===== src/sv/sstb_pkg.sv =====
// ----------------------------------------------------------------------------
// sstb_pkg: shared types and constants of the seven-segment frame builder
// Action codes, display command bytes, segment table, digit weights and the
// command record that travels from the front end to the byte sequencer.
// ----------------------------------------------------------------------------
package sstb_pkg;

  // number of digits on the display
  localparam int DIGIT_COUNT = 4;

  // decimal digits needed for a 16-bit number
  localparam int NUM_DEC_DIGITS = 5;

  // digit steps run on the whole number, leading ones are dropped
  localparam int TOTAL_STEPS = (DIGIT_COUNT > NUM_DEC_DIGITS) ? DIGIT_COUNT : NUM_DEC_DIGITS;
  localparam int DROP_STEPS  = TOTAL_STEPS - DIGIT_COUNT;

  // slots of one show command: two header bytes, then digits
  localparam int PRE_SLOTS  = (DROP_STEPS > 2) ? DROP_STEPS : 2;
  localparam int STEP_OFS   = PRE_SLOTS - DROP_STEPS;
  localparam int SHOW_SLOTS = PRE_SLOTS + DIGIT_COUNT;
  localparam int SLOT_W     = $clog2(SHOW_SLOTS);
  localparam int STEP_W     = $clog2(TOTAL_STEPS);

  // tracker and mask width
  localparam int DOT_W = 4;

  // weight width, large enough for nine times the top weight
  localparam int WT_W = 24;

  // action codes
  localparam logic [1:0] ACT_SHOW   = 2'd0;
  localparam logic [1:0] ACT_COLON  = 2'd1;
  localparam logic [1:0] ACT_DOT    = 2'd2;
  localparam logic [1:0] ACT_BRIGHT = 2'd3;

  // command bytes
  localparam logic [7:0] CMD_DATA     = 8'h40;
  localparam logic [7:0] CMD_ADDR0    = 8'hC0;
  localparam logic [7:0] CMD_DISP_OFF = 8'h80;
  localparam logic [7:0] CMD_DISP_ON  = 8'h88;
  localparam logic [3:0] COLON_BIT    = 4'h2;
  localparam logic [7:0] DOT_SEG      = 8'h80;
  localparam logic [3:0] BRIGHT_MAX   = 4'd8;

  typedef logic [WT_W-1:0] wt_t;
  typedef wt_t wt_arr_t [TOTAL_STEPS];

  // command record from front end to sequencer
  typedef struct packed {
    logic             bright;
    logic [15:0]      number;
    logic [DOT_W-1:0] dots;
    logic [7:0]       bright_byte;
  } cmd_t;

  // weight of each digit step, most significant first
  function automatic wt_arr_t build_weights();
    wt_arr_t     w;
    int unsigned p;
    for (int i = TOTAL_STEPS - 1; i >= 0; i--) begin
      if (i == TOTAL_STEPS - 1) begin
        p = 1;
      end else begin
        p = p * 10;
      end
      w[i] = wt_t'(p);
    end
    return w;
  endfunction

  localparam wt_arr_t WEIGHTS = build_weights();

  // segment pattern of one decimal digit
  function automatic logic [7:0] seg_of(input logic [3:0] d);
    logic [7:0] s;
    unique case (d)
      4'd0:    s = 8'h3f;
      4'd1:    s = 8'h06;
      4'd2:    s = 8'h5b;
      4'd3:    s = 8'h4f;
      4'd4:    s = 8'h66;
      4'd5:    s = 8'h6d;
      4'd6:    s = 8'h7d;
      4'd7:    s = 8'h07;
      4'd8:    s = 8'h7f;
      4'd9:    s = 8'h6f;
      default: s = 8'h00;
    endcase
    return s;
  endfunction

endpackage


===== src/sv/sstb_front.sv =====
// ----------------------------------------------------------------------------
// sstb_front: action decoder and dot tracker
// Accepts action items, keeps the dot tracker, drops ignored dot requests and
// turns the rest into command records for the byte sequencer.
// ----------------------------------------------------------------------------
module sstb_front (
  input  logic                clk,
  input  logic                rst_n,
  input  logic                item_valid,
  output logic                item_ready,
  input  logic [1:0]          action,
  input  logic [15:0]         number,
  input  logic [3:0]          dot_mask,
  input  logic [2:0]          dot_pos,
  input  logic                status,
  input  logic [3:0]          brightness,
  output logic                cmd_valid,
  input  logic                cmd_ready,
  output sstb_pkg::cmd_t      cmd
);

  logic [sstb_pkg::DOT_W-1:0] dot_tracker_r;
  logic [sstb_pkg::DOT_W-1:0] dot_tracker_nxt;
  logic [sstb_pkg::DOT_W-1:0] dot_sel;
  logic [3:0]                 bright_sat;
  logic                       take;
  logic                       ignored;

  // the queue slot must be free for every item, ignored ones included
  assign item_ready = cmd_ready;
  assign take       = item_valid && item_ready;
  assign ignored    = (action == sstb_pkg::ACT_DOT) && dot_pos[2];

  // dot tracker update
  always_comb begin
    dot_tracker_nxt = dot_tracker_r;
    dot_sel         = 4'b0001 << dot_pos[1:0];
    unique case (action)
      sstb_pkg::ACT_COLON: begin
        if (status) begin
          dot_tracker_nxt = dot_tracker_r | sstb_pkg::COLON_BIT;
        end else begin
          dot_tracker_nxt = dot_tracker_r & ~sstb_pkg::COLON_BIT;
        end
      end
      sstb_pkg::ACT_DOT: begin
        if (!dot_pos[2]) begin
          if (status) begin
            dot_tracker_nxt = dot_tracker_r | dot_sel;
          end else begin
            dot_tracker_nxt = dot_tracker_r & ~dot_sel;
          end
        end
      end
      default: dot_tracker_nxt = dot_tracker_r;
    endcase
  end

  always_ff @(posedge clk) begin
    if (!rst_n) begin
      dot_tracker_r <= '0;
    end else if (take) begin
      dot_tracker_r <= dot_tracker_nxt;
    end
  end

  // brightness byte with saturation
  assign bright_sat = (brightness > sstb_pkg::BRIGHT_MAX) ? sstb_pkg::BRIGHT_MAX : brightness;

  // command record
  always_comb begin
    cmd.bright = (action == sstb_pkg::ACT_BRIGHT);
    cmd.number = number;
    cmd.dots   = (action == sstb_pkg::ACT_SHOW) ? dot_mask : dot_tracker_nxt;
    if (bright_sat == 4'd0) begin
      cmd.bright_byte = sstb_pkg::CMD_DISP_OFF;
    end else begin
      cmd.bright_byte = sstb_pkg::CMD_DISP_ON | {5'd0, 3'(bright_sat - 4'd1)};
    end
  end

  assign cmd_valid = item_valid && !ignored;

endmodule


===== src/sv/sstb_queue.sv =====
// ----------------------------------------------------------------------------
// sstb_queue: two-entry command queue
// Decouples the decoder from the byte sequencer so each side stalls alone.
// ----------------------------------------------------------------------------
module sstb_queue (
  input  logic           clk,
  input  logic           rst_n,
  input  logic           push_valid,
  output logic           push_ready,
  input  sstb_pkg::cmd_t push_data,
  output logic           pop_valid,
  input  logic           pop_ready,
  output sstb_pkg::cmd_t pop_data
);

  sstb_pkg::cmd_t entry_r [2];
  logic           wr_ptr_r;
  logic           rd_ptr_r;
  logic [1:0]     count_r;
  logic           do_push;
  logic           do_pop;

  assign push_ready = (count_r != 2'd2);
  assign pop_valid  = (count_r != 2'd0);
  assign pop_data   = entry_r[rd_ptr_r];
  assign do_push    = push_valid && push_ready;
  assign do_pop     = pop_valid && pop_ready;

  // pointers and fill count
  always_ff @(posedge clk) begin
    if (!rst_n) begin
      wr_ptr_r <= 1'b0;
      rd_ptr_r <= 1'b0;
      count_r  <= 2'd0;
    end else begin
      if (do_push) begin
        wr_ptr_r <= ~wr_ptr_r;
      end
      if (do_pop) begin
        rd_ptr_r <= ~rd_ptr_r;
      end
      if (do_push && !do_pop) begin
        count_r <= count_r + 2'd1;
      end else if (do_pop && !do_push) begin
        count_r <= count_r - 2'd1;
      end
    end
  end

  // entry storage
  always_ff @(posedge clk) begin
    if (do_push) begin
      entry_r[wr_ptr_r] <= push_data;
    end
  end

endmodule


===== src/sv/sstb_back.sv =====
// ----------------------------------------------------------------------------
// sstb_back: byte sequencer
// Walks one command a slot per cycle while the output is not stalled: one
// brightness byte, or header bytes and one decimal digit step per slot from
// slot 1 on (compare against multiples of the weight, subtract); drives the registered output stage.
// ----------------------------------------------------------------------------
module sstb_back (
  input  logic           clk,
  input  logic           rst_n,
  input  logic           cmd_valid,
  output logic           cmd_ready,
  input  sstb_pkg::cmd_t cmd,
  output logic           out_valid,
  input  logic           out_ready,
  output logic [7:0]     out_byte,
  output logic           out_start,
  output logic           out_stop,
  output logic           out_last
);

  sstb_pkg::cmd_t                cmd_r;
  logic                          active_r;
  logic [sstb_pkg::SLOT_W-1:0]   slot_r;
  logic [15:0]                   rem_r;
  logic [15:0]                   rem_nxt;
  logic                          out_valid_r;
  logic [7:0]                    out_byte_r;
  logic                          out_start_r;
  logic                          out_stop_r;
  logic                          out_last_r;

  logic                          adv;
  logic                          work;
  logic                          at_end;
  logic                          fin;
  logic                          take;
  logic                          step_ok;
  logic [sstb_pkg::STEP_W-1:0]   widx;
  logic [sstb_pkg::STEP_W-1:0]   pos;
  logic                          show_digit;
  logic                          dot_on;
  logic                          emit;
  sstb_pkg::wt_t                 wt;
  sstb_pkg::wt_t                 sub;
  logic [3:0]                    digit;
  logic [7:0]                    byte_val;
  logic                          start_val;
  logic                          stop_val;
  logic                          last_val;

  // slot control
  assign adv     = !out_valid_r || out_ready;
  assign work    = active_r && adv;
  assign at_end  = cmd_r.bright || (slot_r == sstb_pkg::SLOT_W'(sstb_pkg::SHOW_SLOTS - 1));
  assign fin     = work && at_end;
  assign take    = cmd_valid && (!active_r || fin);
  assign cmd_ready = !active_r || fin;

  // digit step position
  assign step_ok    = (slot_r >= sstb_pkg::SLOT_W'(sstb_pkg::STEP_OFS));
  assign widx       = sstb_pkg::STEP_W'(slot_r - sstb_pkg::SLOT_W'(sstb_pkg::STEP_OFS));
  assign show_digit = step_ok && (widx >= sstb_pkg::STEP_W'(sstb_pkg::DROP_STEPS));
  assign pos        = widx - sstb_pkg::STEP_W'(sstb_pkg::DROP_STEPS);
  assign dot_on     = (pos < sstb_pkg::STEP_W'(sstb_pkg::DOT_W)) && cmd_r.dots[pos[1:0]];

  // one decimal digit: parallel compares against k times the weight
  always_comb begin
    wt    = sstb_pkg::WEIGHTS[widx];
    digit = 4'd0;
    sub   = '0;
    for (int k = 1; k <= 9; k++) begin
      if ({{(sstb_pkg::WT_W-16){1'b0}}, rem_r} >= sstb_pkg::WT_W'(wt * sstb_pkg::WT_W'(k))) begin
        digit = 4'(k);
        sub   = sstb_pkg::WT_W'(wt * sstb_pkg::WT_W'(k));
      end
    end
    rem_nxt = 16'({{(sstb_pkg::WT_W-16){1'b0}}, rem_r} - sub);
  end

  // byte of the current slot
  always_comb begin
    byte_val  = sstb_pkg::seg_of(digit) | (dot_on ? sstb_pkg::DOT_SEG : 8'h00);
    start_val = 1'b0;
    stop_val  = at_end;
    last_val  = at_end;
    emit      = show_digit;
    if (cmd_r.bright) begin
      byte_val  = cmd_r.bright_byte;
      start_val = 1'b1;
      stop_val  = 1'b1;
      last_val  = 1'b1;
      emit      = 1'b1;
    end else if (slot_r == sstb_pkg::SLOT_W'(0)) begin
      byte_val  = sstb_pkg::CMD_DATA;
      start_val = 1'b1;
      stop_val  = 1'b1;
      last_val  = 1'b0;
      emit      = 1'b1;
    end else if (slot_r == sstb_pkg::SLOT_W'(1)) begin
      byte_val  = sstb_pkg::CMD_ADDR0;
      start_val = 1'b1;
      stop_val  = 1'b0;
      last_val  = 1'b0;
      emit      = 1'b1;
    end
  end

  // sequencer state
  always_ff @(posedge clk) begin
    if (!rst_n) begin
      active_r <= 1'b0;
      slot_r   <= '0;
    end else if (take) begin
      active_r <= 1'b1;
      slot_r   <= '0;
    end else if (fin) begin
      active_r <= 1'b0;
    end else if (work) begin
      slot_r <= slot_r + sstb_pkg::SLOT_W'(1);
    end
  end

  // command and remainder
  always_ff @(posedge clk) begin
    if (take) begin
      cmd_r <= cmd;
      rem_r <= cmd.number;
    end else if (work && step_ok) begin
      rem_r <= rem_nxt;
    end
  end

  // output stage
  always_ff @(posedge clk) begin
    if (!rst_n) begin
      out_valid_r <= 1'b0;
    end else if (adv) begin
      out_valid_r <= work && emit;
    end
  end

  always_ff @(posedge clk) begin
    if (work && emit) begin
      out_byte_r  <= byte_val;
      out_start_r <= start_val;
      out_stop_r  <= stop_val;
      out_last_r  <= last_val;
    end
  end

  assign out_valid = out_valid_r;
  assign out_byte  = out_byte_r;
  assign out_start = out_start_r;
  assign out_stop  = out_stop_r;
  assign out_last  = out_last_r;

endmodule


===== src/sv/seven_segment_frame_builder_top.sv =====
// ----------------------------------------------------------------------------
// seven_segment_frame_builder_top: display command frame builder
// Turns display actions into the byte stream for a four-digit controller.
// ----------------------------------------------------------------------------
// Usage
//   in_* channel takes one action per transaction, the action code in tuser:
//   show a number with a dot mask, set the colon, set a decimal dot, or set
//   the brightness. out_* channel gives one bus byte per transaction with
//   start and stop flags in tuser and tlast on the final byte of an action.
//   A show action gives six bytes (0x40, 0xC0, four digit bytes), brightness
//   gives one byte, a dot request with index above three gives none.
// Throughput
//   An accepted action passes the queue entry, the sequencer's command register
//   and the output register before its first byte appears, later while earlier
//   bytes are still going out. The sequencer emits one byte per cycle while
//   out_tready does not stall it; the digit step (one decimal digit per cycle)
//   runs alongside the byte slots and so adds no slots of its own.
//   A two-entry command queue sits between decoder and sequencer, so new
//   actions are taken while earlier bytes are still going out.
// Reset and stall
//   Reset clears the dot tracker, the queue and the output stage.
//   A low out_tready holds the current byte; the queue then fills and
//   in_tready drops once both entries are taken.
// ----------------------------------------------------------------------------
module seven_segment_frame_builder_top (
  input  logic        clk,
  input  logic        rst_n,
  input  logic        in_tvalid,
  output logic        in_tready,
  input  logic [31:0] in_tdata,   // number[15:0], dot_mask[19:16], dot_pos[22:20],
                                  // status[23], brightness[27:24]
  input  logic [1:0]  in_tuser,   // action[1:0]
  output logic        out_tvalid,
  input  logic        out_tready,
  output logic [7:0]  out_tdata,  // bus_byte[7:0]
  output logic [1:0]  out_tuser,  // frame_start[0], frame_stop[1]
  output logic        out_tlast
);

  logic           q_push_valid;
  logic           q_push_ready;
  sstb_pkg::cmd_t q_push_data;
  logic           q_pop_valid;
  logic           q_pop_ready;
  sstb_pkg::cmd_t q_pop_data;

  // decoder and dot tracker
  sstb_front u_front (
    .clk         (clk),
    .rst_n       (rst_n),
    .item_valid  (in_tvalid),
    .item_ready  (in_tready),
    .action      (in_tuser[1:0]),
    .number      (in_tdata[15:0]),
    .dot_mask    (in_tdata[19:16]),
    .dot_pos     (in_tdata[22:20]),
    .status      (in_tdata[23]),
    .brightness  (in_tdata[27:24]),
    .cmd_valid   (q_push_valid),
    .cmd_ready   (q_push_ready),
    .cmd         (q_push_data)
  );

  // command queue
  sstb_queue u_queue (
    .clk        (clk),
    .rst_n      (rst_n),
    .push_valid (q_push_valid),
    .push_ready (q_push_ready),
    .push_data  (q_push_data),
    .pop_valid  (q_pop_valid),
    .pop_ready  (q_pop_ready),
    .pop_data   (q_pop_data)
  );

  // byte sequencer
  sstb_back u_back (
    .clk       (clk),
    .rst_n     (rst_n),
    .cmd_valid (q_pop_valid),
    .cmd_ready (q_pop_ready),
    .cmd       (q_pop_data),
    .out_valid (out_tvalid),
    .out_ready (out_tready),
    .out_byte  (out_tdata),
    .out_start (out_tuser[0]),
    .out_stop  (out_tuser[1]),
    .out_last  (out_tlast)
  );

endmodule


===== config.mk =====
export PLATFORM = sky130hd
export DESIGN_NAME = seven_segment_frame_builder_top
export DESIGN_NICKNAME = d
export VERILOG_FILES = /design/src/sv/sstb_pkg.sv /design/src/sv/sstb_front.sv /design/src/sv/sstb_queue.sv /design/src/sv/sstb_back.sv /design/src/sv/seven_segment_frame_builder_top.sv
export SDC_FILE = /design/constraint.sdc
export NUM_CORES = 1
export LEC_CHECK = 0
export ABC_AREA = 0
export BUFFER_PORTS_ARGS = -buffer_cell sky130_fd_sc_hd__buf_2
export CAP_MARGIN = 30
export CORE_ASPECT_RATIO = 1.2
export CORE_MARGIN = 4
export CORE_UTILIZATION = 63
export CTS_BUF_LIST = sky130_fd_sc_hd__clkbuf_2
export DETAILED_ROUTE_END_ITERATION = 8
export GPL_TIMING_DRIVEN = 0
export PLACE_DENSITY = 0.85
export SYNTH_ARGS = -nofsm -noshare
export SYNTH_HDL_FRONTEND = slang
export SYNTH_HIERARCHICAL = 1
export SYNTH_SLANG_ARGS = --single-unit

===== constraint.sdc =====
create_clock -name clk -period 14.3 [get_ports clk]
set_input_delay 2.145 -clock clk [delete_from_list [all_inputs] [get_ports clk]]
set_output_delay 2.145 -clock clk [all_outputs]
set_load 0.005 [all_outputs]

# Word level (Yosys, flattened, before mapping)
# Memory sizes are Yosys's and may differ from the RTL's. A register that Yosys moved wholly into a read port is not among the register bits.
# Cells that the tools add are included.
[op_classes]
n_reduce_logical = 31
shift = 1
mul = 5
eq_ne = 6
bitwise = 9
mux = 49
div = 0
n_addsub = 7
order_cmp = 15
[ops]
columns = ["op", "n"]
rows = [
  ["greater-or-equal comparator 16 x 24 -> 1 bit", 9],
  ["two-way mux 16 bit", 11],
  ["multiplier 24 x 3 -> 24 bit, second input constant", 2],
  ["two-way mux 24 bit", 2],
  ["two-way mux 8 bit", 4],
  ["two-way mux 4 bit", 7],
  ["multiplier 24 x 2 -> 23 bit, second input constant", 1],
  ["multiplier 24 x 2 -> 24 bit, second input constant", 1],
  ["multiplier 24 x 4 -> 24 bit, second input constant", 1],
  ["subtractor 16 bit", 1],
  ["two-way mux 1 bit", 14],
  ["logical AND 1 bit", 13],
  ["two-way mux 3 bit", 4],
  ["two-way mux 2 bit", 5],
  ["subtractor 3 x 1 -> 3 bit, second input constant", 3],
  ["OR 8 bit", 1],
  ["one-hot mux 4 bit (2 select lines)", 1],
  ["nonzero test 2 bit", 4],
  ["greater-or-equal comparator 3 x 1 -> 1 bit, second input constant", 2],
  ["logical NOT 1 bit", 5],
  ["AND 4 bit", 1],
  ["equality test 2 bit, second input constant", 2],
  ["greater-or-equal comparator 4 bit, second input constant", 1],
  ["> comparator 4 bit, second input constant", 1],
  ["21 further kinds", 27],
]
[word_totals]
elab_cells = 141
mem_bits_rw = 50
romBits = 304
mem_count = 3
latchBits = 0
ff_bits = 53
output_inout_bits = 13
[memory_table]
columns = ["name", "words", "word_bits", "read_ports", "rd_clocked_by_memory_dff", "write_ports", "line", "rtl"]
rows = [
  ["(no name shown)", 8, 24, 1, 0, 0, "sstb_back.sv:68", "wt = sstb_pkg::WEIGHTS[widx];"],
  ["(no name shown)", 16, 7, 1, 0, 0, "sstb_pkg.sv:77", "unique case (d)"],
  ["u_queue.entry_r", 2, 25, 1, 1, 1, "sstb_queue.sv:16", "sstb_pkg::cmd_t entry_r [2];"],
]

# Longest topological paths before layout
# An unclocked memory read counts as a cell.
[logic_depth]
depth_word = 20
mapped_depth = 38

# By module
# Netlist, hierarchy kept.
[by_module_without_submodules]
columns = ["module", "area_per_inst_um2", "seq_area_each_um2", "cells_per_inst", "n_inst"]
rows = [
  ["sstb_back", 7736.2, 1301.2, 939, 1],
  ["sstb_queue", 2331.0, 1841.8, 114, 1],
  ["sstb_front", 639.4, 80.1, 88, 1],
]

# Worst setup path after synthesis
# Ideal clock, no wire load.
[synth_path]
path_kind = "flip-flop to flip-flop"
from = "register u_back/slot_r[0] in the netlist's numbering"
to = "register u_back.rem_r[12], data pin"
path_stages_with_launch = 37
arrival_ps = 7856
required_ps = 14030
period_less_slack_ps = 8126
setup_time_ps = 270
setup_slack_ps = 6174
n_path_buf = 3
path_cell_list = "dfxtp_1 -> clkbuf_1 -> clkinv_1 -> ha_1 -> xnor2_4 -> nand2_2 -> buf_1 -> inv_1 -> ha_1 -> or2_2 -> ha_1 -> nor2_1 -> nor2_1 -> nand2_1 -> o31ai_1 -> nor2_1 -> xnor2_1 -> ha_1 -> nand4_1 -> a311oi_1 -> o41a_1 -> and2_1 -> buf_4 -> a21oi_1 -> a21oi_1 -> a21oi_1 -> a2bb2oi_1 -> fa_1 -> a21o_1 -> a21oi_1 -> o21ai_0 -> a21oi_1 -> o21ai_1 -> a211o_1 -> a21oi_1 -> xor2_1 -> a21oi_1"
[synth_via]
elab_chain_cells = 18
[synth_lines]
columns = ["item", "line", "rtl"]
rows = [
  ["from (decl)", "sstb_back.sv:23", "logic [sstb_pkg::SLOT_W-1:0] slot_r;"],
  ["from (signal assigned)", "sstb_back.sv:119", "slot_r <= slot_r + sstb_pkg::SLOT_W'(1);"],
  ["subtractor 3 x 1 -> 3 bit *", "sstb_back.sv:61", "assign widx = sstb_pkg::STEP_W'(slot_r - sstb_pkg::SLOT_W'(sstb_pkg::STEP_OFS));"],
  ["named net u_back.widx, one bit", "sstb_back.sv:38", "logic [sstb_pkg::STEP_W-1:0] widx;"],
  ["NOT 3 -> 4 bit (implied by the code) *", "sstb_back.sv:68", ""],
  ["memory read (8 x 24 bit) *", "--", ""],
  ["two-way mux 24 bit (implied by the code) * (2 in a row)", "sstb_back.sv:68", ""],
  ["parallel branches: the longest is 9 deep, another holds multiplier 24 x 2 -> 24 bit", "--", ""],
  ["two-way mux 16 bit *", "sstb_back.sv:72", "if ({{(sstb_pkg::WT_W-16){1'b0}}, rem_r} >= sstb_pkg::WT_W'(wt * sstb_pkg::WT_W'(k))) begin"],
  ["subtractor 16 bit *", "sstb_back.sv:77", "rem_nxt = 16'({{(sstb_pkg::WT_W-16){1'b0}}, rem_r} - sub);"],
  ["two-way mux 16 bit *", "sstb_back.sv:128", "end else if (work && step_ok) begin"],
  ["two-way mux 16 bit *", "sstb_back.sv:125", "if (take) begin"],
  ["to (signal assigned)", "sstb_back.sv:127", "rem_r <= cmd.number;"],
  ["to (signal assigned)", "sstb_back.sv:129", "rem_r <= rem_nxt;"],
  ["to (decl)", "sstb_back.sv:24", "logic [15:0] rem_r;"],
]
# Mark *: on every way through the listed nets, which the timed path passes. The select of a mux whose other input is x is not followed.
# A chain may end at the register's enable or synchronous reset.

# Final worst setup path
[layout_path]
from = "register u_back/slot_r[0] in the netlist's numbering"
to = "register u_back.rem_r[15], data pin"
# The elaborated chain is that of the path after synthesis.

==> flow_metrics.py <==
metrics = {
    "layout": {
        "final_common_cell": "ha_1",
        "fraction_of_final_layout_cells_with_drive_strength_greater_than_1_pct": 12.6,
        "filler_cell_count": 1328,
        "final_net_count": 1403,
        "syn_to_layout_area_delta_pct": 6.07,
        "mostFrequentLayoutCells": "169 x ha_1, 98 x edfxtp_1, 97 x a21oi_1",
    },
    "routing": {
        "dr_total_vias": 9251,
        "number_of_drc_markers_after_the_initial_detailed_route_iteration": 704,
        "drt_first_pass_iters": 7,
        "drcViolationCount": 0,
        "final_antenna_net_count": 0,
        "finalWirelength_um": 29800,
        "detail_route.vias_per_cell": 6.56,
        "route.detailed.wl_per_inst_um": 21.1,
    },
    "synthesis": {
        "xor_and_xnor_area_share_after_synthesis_pct": 4.59,
        "synth.yosys.warnings": 6,
        "synth-main-ff-cell": "edfxtp_1",
        "synth-simple-area-share_pct": 14.7,
        "synth_area_per_cell_um2": 9.38,
        "synth_top_family_by_area": "compound AO/OA/AOI/OAI gates",
        "syn-instance-count": 1141,
        "netlist-cell-type-count": 97,
        "ys_seq_elements": 112,
        "synth_top_cell_area_share_pct": 27.5,
        "mappedNetlistArea_um2": 10700,
        "adder_cell_share_of_the_synthesized_area_pct": 20.5,
        "synth_top_cells_by_area": "edfxtp_1 27%, ha_1 20%, a21oi_1 4.5%",
        "synth_compound_gate_area_share_pct": 21.2,
        "synth.mux.area_fraction_pct": 3.54,
        "async_reset_ff_share_pct": 0,
        "synth_enable_flop_cells": 98,
        "synth.yosys.seq_area_share_pct": 30.1,
        "netlist.top_cell.by_area": "edfxtp_1",
    },
    "clock_tree": {
        "cts.hold.buffers_added": 0,
        "cts_made_buffers": 9,
        "clock_sinks": 112,
        "htree_num_levels": 3,
        "cts.repair_timing.setup_buffer_count": 0,
        "cts_resized": 0,
        "clk_transition_reported_paths_ns": 0.25,
        "worstSkewPairLatency_ns": 0.56,
        "cts_tree": "done",
        "cts.path.max_buffers": 2,
        "cts.root.buffer_cell": "clkbuf_2",
    },
    "timing": {
        "fmax_mhz": 99.3,
        "setup_violations": 0,
        "final_hold_viol_count": 0,
        "setup_total_negative_slack_ns": 0,
        "worst_pin_slew_ns": 1.04,
        "whs_ns": 0.529,
        "setup_repair_after_global_routing_missed_its_margin": "false",
        "post-route-period-util_pct": 70.4,
        "postLayoutSetupSlackWorst_ns": 4.23,
        "max_slew_margin_pct": 30.5,
        "timing_max_transition_violations_final": 0,
        "final.setup_skew_ns": 0.0338,
        "post-route-min-period_ns": 10.07,
    },
    "floorplan": {
        "ioPinCount": 51,
        "die_height_um": 151,
        "core.rowCount": 51,
        "start_util_pct": 65.0,
        "die-width_um": 127,
        "die_area_um2": 19200,
        "design.core.area_um2": 16500,
    },
    "worst_setup_path": {
        "worst_ep_required_time_ns": 14.63,
        "worst_path_max_delay_cell": "nor3_1",
        "worst-setup-path-type": "reg2reg",
        "startpoint_type": "flip-flop",
        "critical_path.endpoint_type": "flip-flop",
        "setup_slack_on_the_worst_flop_to_flop_path_ns": 4.23,
        "critical_path.max_fanout": 10,
        "cp.arrival_ns": 10.40,
        "critical-path-max-stage-delay_ns": 0.58,
    },
    "pwr": {
        "internal_power_mw": 1.08,
        "pwr_dens_nw_per_um2": 184,
        "sequentialPowerShare_pct": 29.1,
        "leakage_nw": 4.73,
        "clk_network_pwr_share_pct": 6.7,
        "irDropWorstVdd_mv": 0.164,
        "total_net_switching_power_mw": 1.01,
        "net_sw_share_pct": 48.3,
        "p_comb_share_pct": 64.2,
    },
    "global_routing": {
        "number_of_global_route_vias_before_repair": 9206,
        "grt_first_pass_wirelength_um": 47600,
        "grt_antenna_before_repair": 1,
        "grt_start_max_net_pins": 19,
        "grt_usage_pct": 31.5,
        "globalRoute.totalOverflow": 0,
    },
    "place": {
        "buffer_ports.inserted": 30,
        "gpl.final_weighted_congestion": 1.02,
        "place.detailed.hpwl_um": 24000,
        "dpl_worst_slack_ns": 4.43,
    },
    "outcome": {
        "outcome": "completed",
    },
    "worst_hold_path": {
        "timing.hold.worst.class": "reg2reg",
    },
    "job": {
        "maxCapViolCount": 0,
    },
}
==> worst max-delay path, delay by kind of cell (launching register included) <==
kind	cells	cell delay, ns
adders and majority gates	5	1.72
buffers and inverters	7	2.41
xor gates and xnor gates	2	0.41
and+or+nand+nor	6	1.88
AOI/OAI and AO/OA	15	2.96
DFF	1	0.45
==> power by group through the flow <==
| stage | Sequential, mW | Combinational [mW] | Clock (mW) |
|---|---|---|---|
| 2_1_floorplan | 0.556 | 0.972 | 0 |
| 3_3_place_gp | 0.611 | 1.24 | 0 |
| 3_5_place_dp | 0.611 | 1.30 | 0 |
| 4_1_cts | 0.603 | 1.32 | 0.144 |
| 5_1_grt | 0.611 | 1.49 | 0.158 |
| 6_report | 0.607 | 1.34 | 0.139 |
==> kinds of logic (layout without fill, tap and decap cells) <==
logic type | count (synthesis) | in the layout
mux | 33 | 33
simple gates | 307 | 307
buf+inv | 120 | 171
xor+xnor | 54 | 54
compound gates | 339 | 339
flops | 112 | 112
other cells | 3 | 9
fa+ha+maj | 173 | 173
==> layout make-up <==
class | count | area [µm²] | area share (%)
multi-input cells | 914 | 6930 | 61.0
flip-flops and latches | 112 | 3220 | 28.4
plain buffers | 55 | 328 | 2.89
well taps | 212 | 265 | 2.34
inverters | 65 | 244 | 2.15
repair buffers | 35 | 243 | 2.14
clock inverters | 5 | 65.1 | 0.573
clock buffers | 11 | 55.1 | 0.485
diodes | 1 | 2.50 | 0.0220
==> per-stage QoR <==
step                      util, %  cells  instance area, µm²  power [mW]
after floorplan                 -   1146               10700        1.53
after global placement       67.7   1388               11100        1.85
after detailed placement     68.2   1393               11200        1.91
after CTS                    69.0   1409               11400        2.06
after global routing         69.0   1410               11400        2.26
final                        69.0   1410               11400        2.09
==> state kept, by name, summed over array words and instances (netlist names), 2 cells and up, named ones only <==
| name | flops |
|---|---|
| u_back/cmd_r | 13 |
| u_back/out_byte | 8 |
| u_back/rem_r | 16 |
| u_back/slot_r | 3 |
| u_front/dot_tracker_r | 4 |
| u_queue/count_r | 2 |
| u_queue/entry_r | 58 |
==> cells in the mapped netlist (5+ instances only) <==
master,count
a211oi_1,16
a21o_1,30
a21oi_1,97
a22o_1,6
a31oi_1,18
and2_1,12
and3_1,13
buf_2,7
buf_4,26
clkbuf_1,19
dfxtp_1,14
edfxtp_1,98
ha_1,169
inv_1,60
mux2_2,29
nand2_1,73
nand2b_1,15
nand3_1,15
nand4_1,15
nor2_1,85
nor2b_1,12
nor3_1,18
o211ai_1,13
o21ai_0,58
o21ai_1,7
o21bai_1,5
o22ai_1,6
o31ai_1,6
or2_2,5
or3_1,10
xnor2_1,28
xor2_1,25
==> final timing paths <==
path              cells after the start                       end                      from
setup / recovery                     35          u_back/rem_r[15]          u_back/slot_r[0]
hold / removal                        2  u_front/dot_tracker_r[0]  u_front/dot_tracker_r[0]
hold reg to reg                       2  u_front/dot_tracker_r[0]  u_front/dot_tracker_r[0]
setup reg to reg                     35          u_back/rem_r[15]          u_back/slot_r[0]
==> metal layers <==
metal / track usage, % / part of all wire, %
met1: 37.5 / 38
met2: 54.8 / 49
met3: 3.92 / 7.4
met4: 18.6 / 6.2
met5: 0 / 0
Power figures use the tool's default switching activity.
